--- src/hdl/score_sort_and_zero_trim_core_macros.svh ---
// ----------------------------------------------------------------------------
// Score sort and zero trim: assertion macros
// Clocked on aclk, held off while aresetn is low.
// ----------------------------------------------------------------------------
`ifndef SCORE_SORT_AND_ZERO_TRIM_CORE_MACROS_SVH
`define SCORE_SORT_AND_ZERO_TRIM_CORE_MACROS_SVH

`ifndef ASSERT_OFF
// Check a condition at every edge.
`define SSZ_ASSERT(label, cond) \
    label: assert property (@(posedge aclk) disable iff (!aresetn) (cond)) \
        else $error("ssz assertion failed");
// Check a consequence in the cycle after a trigger.
`define SSZ_ASSERT_NEXT(label, trig, cons) \
    label: assert property (@(posedge aclk) disable iff (!aresetn) (trig) |=> (cons)) \
        else $error("ssz assertion failed");
`else
`define SSZ_ASSERT(label, cond)
`define SSZ_ASSERT_NEXT(label, trig, cons)
`endif

`endif

--- src/hdl/ssz_pkg.sv ---
// ----------------------------------------------------------------------------
// ssz_pkg
// Sizes and shared types of the score sort and zero trim core.
// ----------------------------------------------------------------------------
package ssz_pkg;

    localparam int CAPACITY   = 64;
    localparam int SCORE_BITS = 24;
    localparam int COORD_BITS = 5;
    localparam int CUT_BITS   = 6;
    localparam int FILL_BITS  = $clog2(CAPACITY + 1);

    // One stored point
    typedef struct packed {
        logic [SCORE_BITS-1:0] score;
        logic [COORD_BITS-1:0] x;
        logic [COORD_BITS-1:0] y;
    } ssz_point_t;

    // Chain control, same for every cell
    typedef struct packed {
        logic insert;     // place the new point, push lower ones right
        logic shift_out;  // move every point one cell toward the head
    } ssz_ctrl_t;

endpackage

--- src/hdl/ssz_cell.sv ---
// ----------------------------------------------------------------------------
// ssz_cell
// One slot of the insertion chain: holds a point, compares it with the
// incoming point and trades with its neighbors.
// ----------------------------------------------------------------------------
module ssz_cell
    import ssz_pkg::*;
(
    input  logic       aclk,
    input  ssz_ctrl_t  ctrl,
    input  ssz_point_t new_point,
    input  logic       occupied,
    input  logic       left_take,
    input  ssz_point_t left_point,
    input  ssz_point_t right_point,
    output ssz_point_t cell_point,
    output logic       take
);

    ssz_point_t point_reg;
    ssz_point_t point_next;

    // Yield this slot when empty or strictly beaten; ties stay ahead
    assign take = !occupied || (point_reg.score < new_point.score);

    // Pick the next content of the slot
    always_comb begin
        point_next = point_reg;
        if (ctrl.insert && take) begin
            point_next = left_take ? left_point : new_point;
        end else if (ctrl.shift_out) begin
            point_next = right_point;
        end
    end

    always_ff @(posedge aclk) begin
        point_reg <= point_next;
    end

    assign cell_point = point_reg;

endmodule
--- config.mk ---
export PLATFORM = sky130hd
export DESIGN_NAME = ssz_cell
export DESIGN_NICKNAME = d
export VERILOG_FILES = /design/src/hdl/score_sort_and_zero_trim_core_macros.svh /design/src/hdl/ssz_pkg.sv /design/src/hdl/ssz_cell.sv
export SDC_FILE = /design/constraint.sdc
export NUM_CORES = 1
export LEC_CHECK = 0
export BUFFER_PORTS_ARGS = -buffer_cell sky130_fd_sc_hd__buf_2
export CORE_MARGIN = 2
export CORE_UTILIZATION = 45
export DETAILED_ROUTE_END_ITERATION = 7
export HOLD_SLACK_MARGIN = 0.06
export PLACE_DENSITY_LB_ADDON = 0.12
export SLEW_MARGIN = 0
export SYNTH_ARGS = -nofsm -noshare
export SYNTH_HDL_FRONTEND = slang
export SYNTH_SLANG_ARGS = --single-unit
--- constraint.sdc ---
create_clock -name aclk -period 4.9 [get_ports aclk]
set_input_delay 1.225 -clock aclk [delete_from_list [all_inputs] [get_ports aclk]]
set_output_delay 1.225 -clock aclk [all_outputs]
set_load 0.02 [all_outputs]
==> impl_metrics.csv <==
group,metric,value,unit
cells_and_area,fillers,483,
synth,syn_area,2550,sq um
floorplan,rows,27,
clock_network,numCtsBuffers,5,
synth,synth_top_area_cell,"edfxtp_1",
power,peakVddDrop,0.120,mV
run,maxCapViolations,0,
synth,async_flop_share,0,
synth,ys_seq_area_frac,0.400,
placement,hpwl,4580,um
sta,worst_pin_slew,960,ps
synth,syn-instance-count,225,
setup_path,worstSetupPathType,"input port to primary output",
synth,ys_warn_count,0,
clock_network,htreeDepth,2,
sta,finalMaxSlewViolations,0,
cells_and_area,area_growth,33.5,%
grt,grt_usage,0.190,
sta,period_share,0.833,
setup_path,rr_worst_depth,8,
synth,synth_edf_count,34,
clock_network,cts_resized,0,
setup_path,r2r_end,"cell_point[18]$_DFFE_PP_",
drt,ant_nets,0,
sta,tns,0,ps
synth,synth_commonest_cells,"edfxtp_1 (34), nand2_1 (33), mux2_4 (29), o21ai_0 (29)",
placement,portBuffers,141,
setup_path,start_kind,"input port",
floorplan,initial_utilization,0.463,
setup_path,crit_start,"new_point[12]",
clock_network,clock_path_buffers,2,
clock_network,cts_tree,"done",
sta,finalHoldViolations,0,
synth,avgSynthCellArea,11.3,sq um
drt,drc,0,
clock_network,cts_root_buffer,"clkbuf_8",
synth,synth_nets,355,
drt,num_vias,2183,
power,power_density,263,nW/um^2
drt,drt-total-wl,5930,um
clock_network,cts_setup_buffers,0,
sta,rsz0062_at_grt,"false",
grt,grt_overflow,0,
placement,routabilityCongestion,0.748,
clock_network,clkLatencyLatePin,280,ps
clock_network,postCtsHoldBufs,0,
synth,yosysUniqueCellTypes,26,
setup_path,reg2reg_slack,1910,ps
drt,drt_iter0_markers,64,
sta,max_freq,245,MHz
cells_and_area,insertedDiodeCount,0,
cells_and_area,final_core_util,0.619,
cells_and_area,multi_input_area,1390,sq um
synth,synth.top_cell.area_share,0.400,
grt,grt_antenna_before_repair,0,
cells_and_area,final-seq-area,1020,sq um
setup_path,cp_data_arrival_time,2860,ps
min_path,hp-class,"flip-flop to flip-flop",
grt,grt_pass1_vias,2141,
floorplan,die_h,79.3,um
setup_path,cp-endpoint,"take",
sta,relSlewSlack,0.360,
sta,period_needed,4080,ps
clock_network,cts_num_sinks,34,
drt,via_per_inst,4.96,
drt,wl_per_cell,13.5,um
floorplan,io_pins,142,
clock_network,clk_pin_slew,70,ps
synth,synth_ff_type,"edfxtp_1",
grt,grt_max_degree,58,
cells_and_area,drive_gt1_frac,0.549,
sta,finClkSkew,8.47,ps
floorplan,core_area,5510,sq um
setup_path,rr_startpoint,"cell_point[32]$_DFFE_PP_",
synth,ys_top_cells_by_area,"edfxtp_1 (40%), mux2_4 (17%), ha_1 (11%)",
power,leakage,1.73,nW
status,status,"finished clean",
synth,ys_ff_latch,34,
sta,setup_viol,0,
cells_and_area,final_nets,497,
drt,first_pass_iters,4,
setup_path,worstPathMaxFanout,2,
synth,yosysMostFrequentCell,"edfxtp_1",
cells_and_area,largest_reg_flops,34,
setup_path,end_kind,"primary output",
grt,grt_first_pass_wirelength,9320,um
floorplan,die_w,79.3,um
setup_path,cp.required,3670,ps
floorplan,die_area,6290,sq um
cell type report:
type | instances | share of cell area
clock buffer | 6 | 0.0213
clock inverter | 2 | 0.00257
inverter | 23 | 0.0253
multi-input combinational | 159 | 0.407
sequential | 34 | 0.300
tap | 72 | 0.0264
timing repair buffer | 144 | 0.217
power breakdown:
part / leakage (nW) / internal (mW) / total [mW] / switching (mW)
registers: 0.345 / 0.367 / 0.382 / 0.0154
clock network: 0.0426 / 0.0978 / 0.200 / 0.102
logic: 1.34 / 0.150 / 0.315 / 0.166
critical path, stage by stage:
cell      delay, ps
buf_2            80
inv_1            50
ha_1            300
a211oi_1        220
o21ai_0         130
a21oi_1         280
nor2_1           70
o21a_1          160
o21ai_0         140
buf_2           190
per-stage QoR:
step	total power [mW]	worst slack, ps	area (sq um)	std cells	hold slack [ps]
after floorplan	0.599	872	2550	225	1210
after global placement	0.702	834	3330	432	1140
after detailed placement	0.707	808	3330	432	1150
after CTS	0.909	801	3410	440	1160
after global routing	0.951	640	3410	440	1230
final	0.898	818	3410	440	1160
placed cells by master (no fill, tap or decap):
cell / Yosys / layout
o21a_1: 1 / 1
inv_1: 23 / 23
nor2b_1: 1 / 1
o21ai_0: 29 / 29
buf_4: 0 / 2
nand2_1: 33 / 33
a221oi_2: 1 / 1
nor3_1: 1 / 1
or2_2: 0 / 1
a21oi_1: 10 / 10
edfxtp_1: 34 / 34
clkbuf_8: 0 / 5
nand4_1: 2 / 2
nor2_1: 3 / 3
nor4_4: 1 / 1
a211oi_1: 1 / 1
buf_2: 0 / 141
clkinv_2: 0 / 1
nand2_2: 1 / 1
mux2_2: 16 / 16
nand3_1: 2 / 2
o31ai_4: 1 / 1
clkbuf_1: 5 / 1
mux2_4: 29 / 29
ha_1: 23 / 23
nand2b_1: 1 / 1
buf_12: 0 / 1
nand4_2: 1 / 1
a21oi_4: 1 / 1
clkinv_1: 0 / 1
kinds of logic (layout without fill, tap and decap cells):
group	count (synthesis)	count (layout)	share of synthesized area
buffers and inverters	32	175	0.0559
AND/OR/NAND/NOR	47	47	0.0868
multiplexers	45	45	0.241
adder cells (fa/ha/maj)	23	23	0.113
flip-flops	34	34	0.400
AO/OA/AOI/OAI	44	44	0.103
worst min path at each step:
stage	end	slack (ps)	from	depth (start not counted)
final	cell_point[17]$_DFFE_PP_	1160	cell_point[33]$_DFFE_PP_	5
after floorplan	cell_point[0]$_DFFE_PP_	1210	cell_point[33]$_DFFE_PP_	5
after global routing	cell_point[6]$_DFFE_PP_	1230	right_point[6]	2
after CTS	cell_point[27]$_DFFE_PP_	1160	cell_point[33]$_DFFE_PP_	5
after detailed placement	cell_point[17]$_DFFE_PP_	1150	cell_point[33]$_DFFE_PP_	5
after global placement	cell_point[25]$_DFFE_PP_	1140	cell_point[33]$_DFFE_PP_	5
per-layer routing:
layer,global-route usage,part of all wire,routed length (um)
met1,0.228,0.42,2480
met2,0.327,0.48,2870
met3,0.0511,0.086,507
met4,0.0672,0.011,65
met5,0,0,0
(Power assumes the default switching activity.)
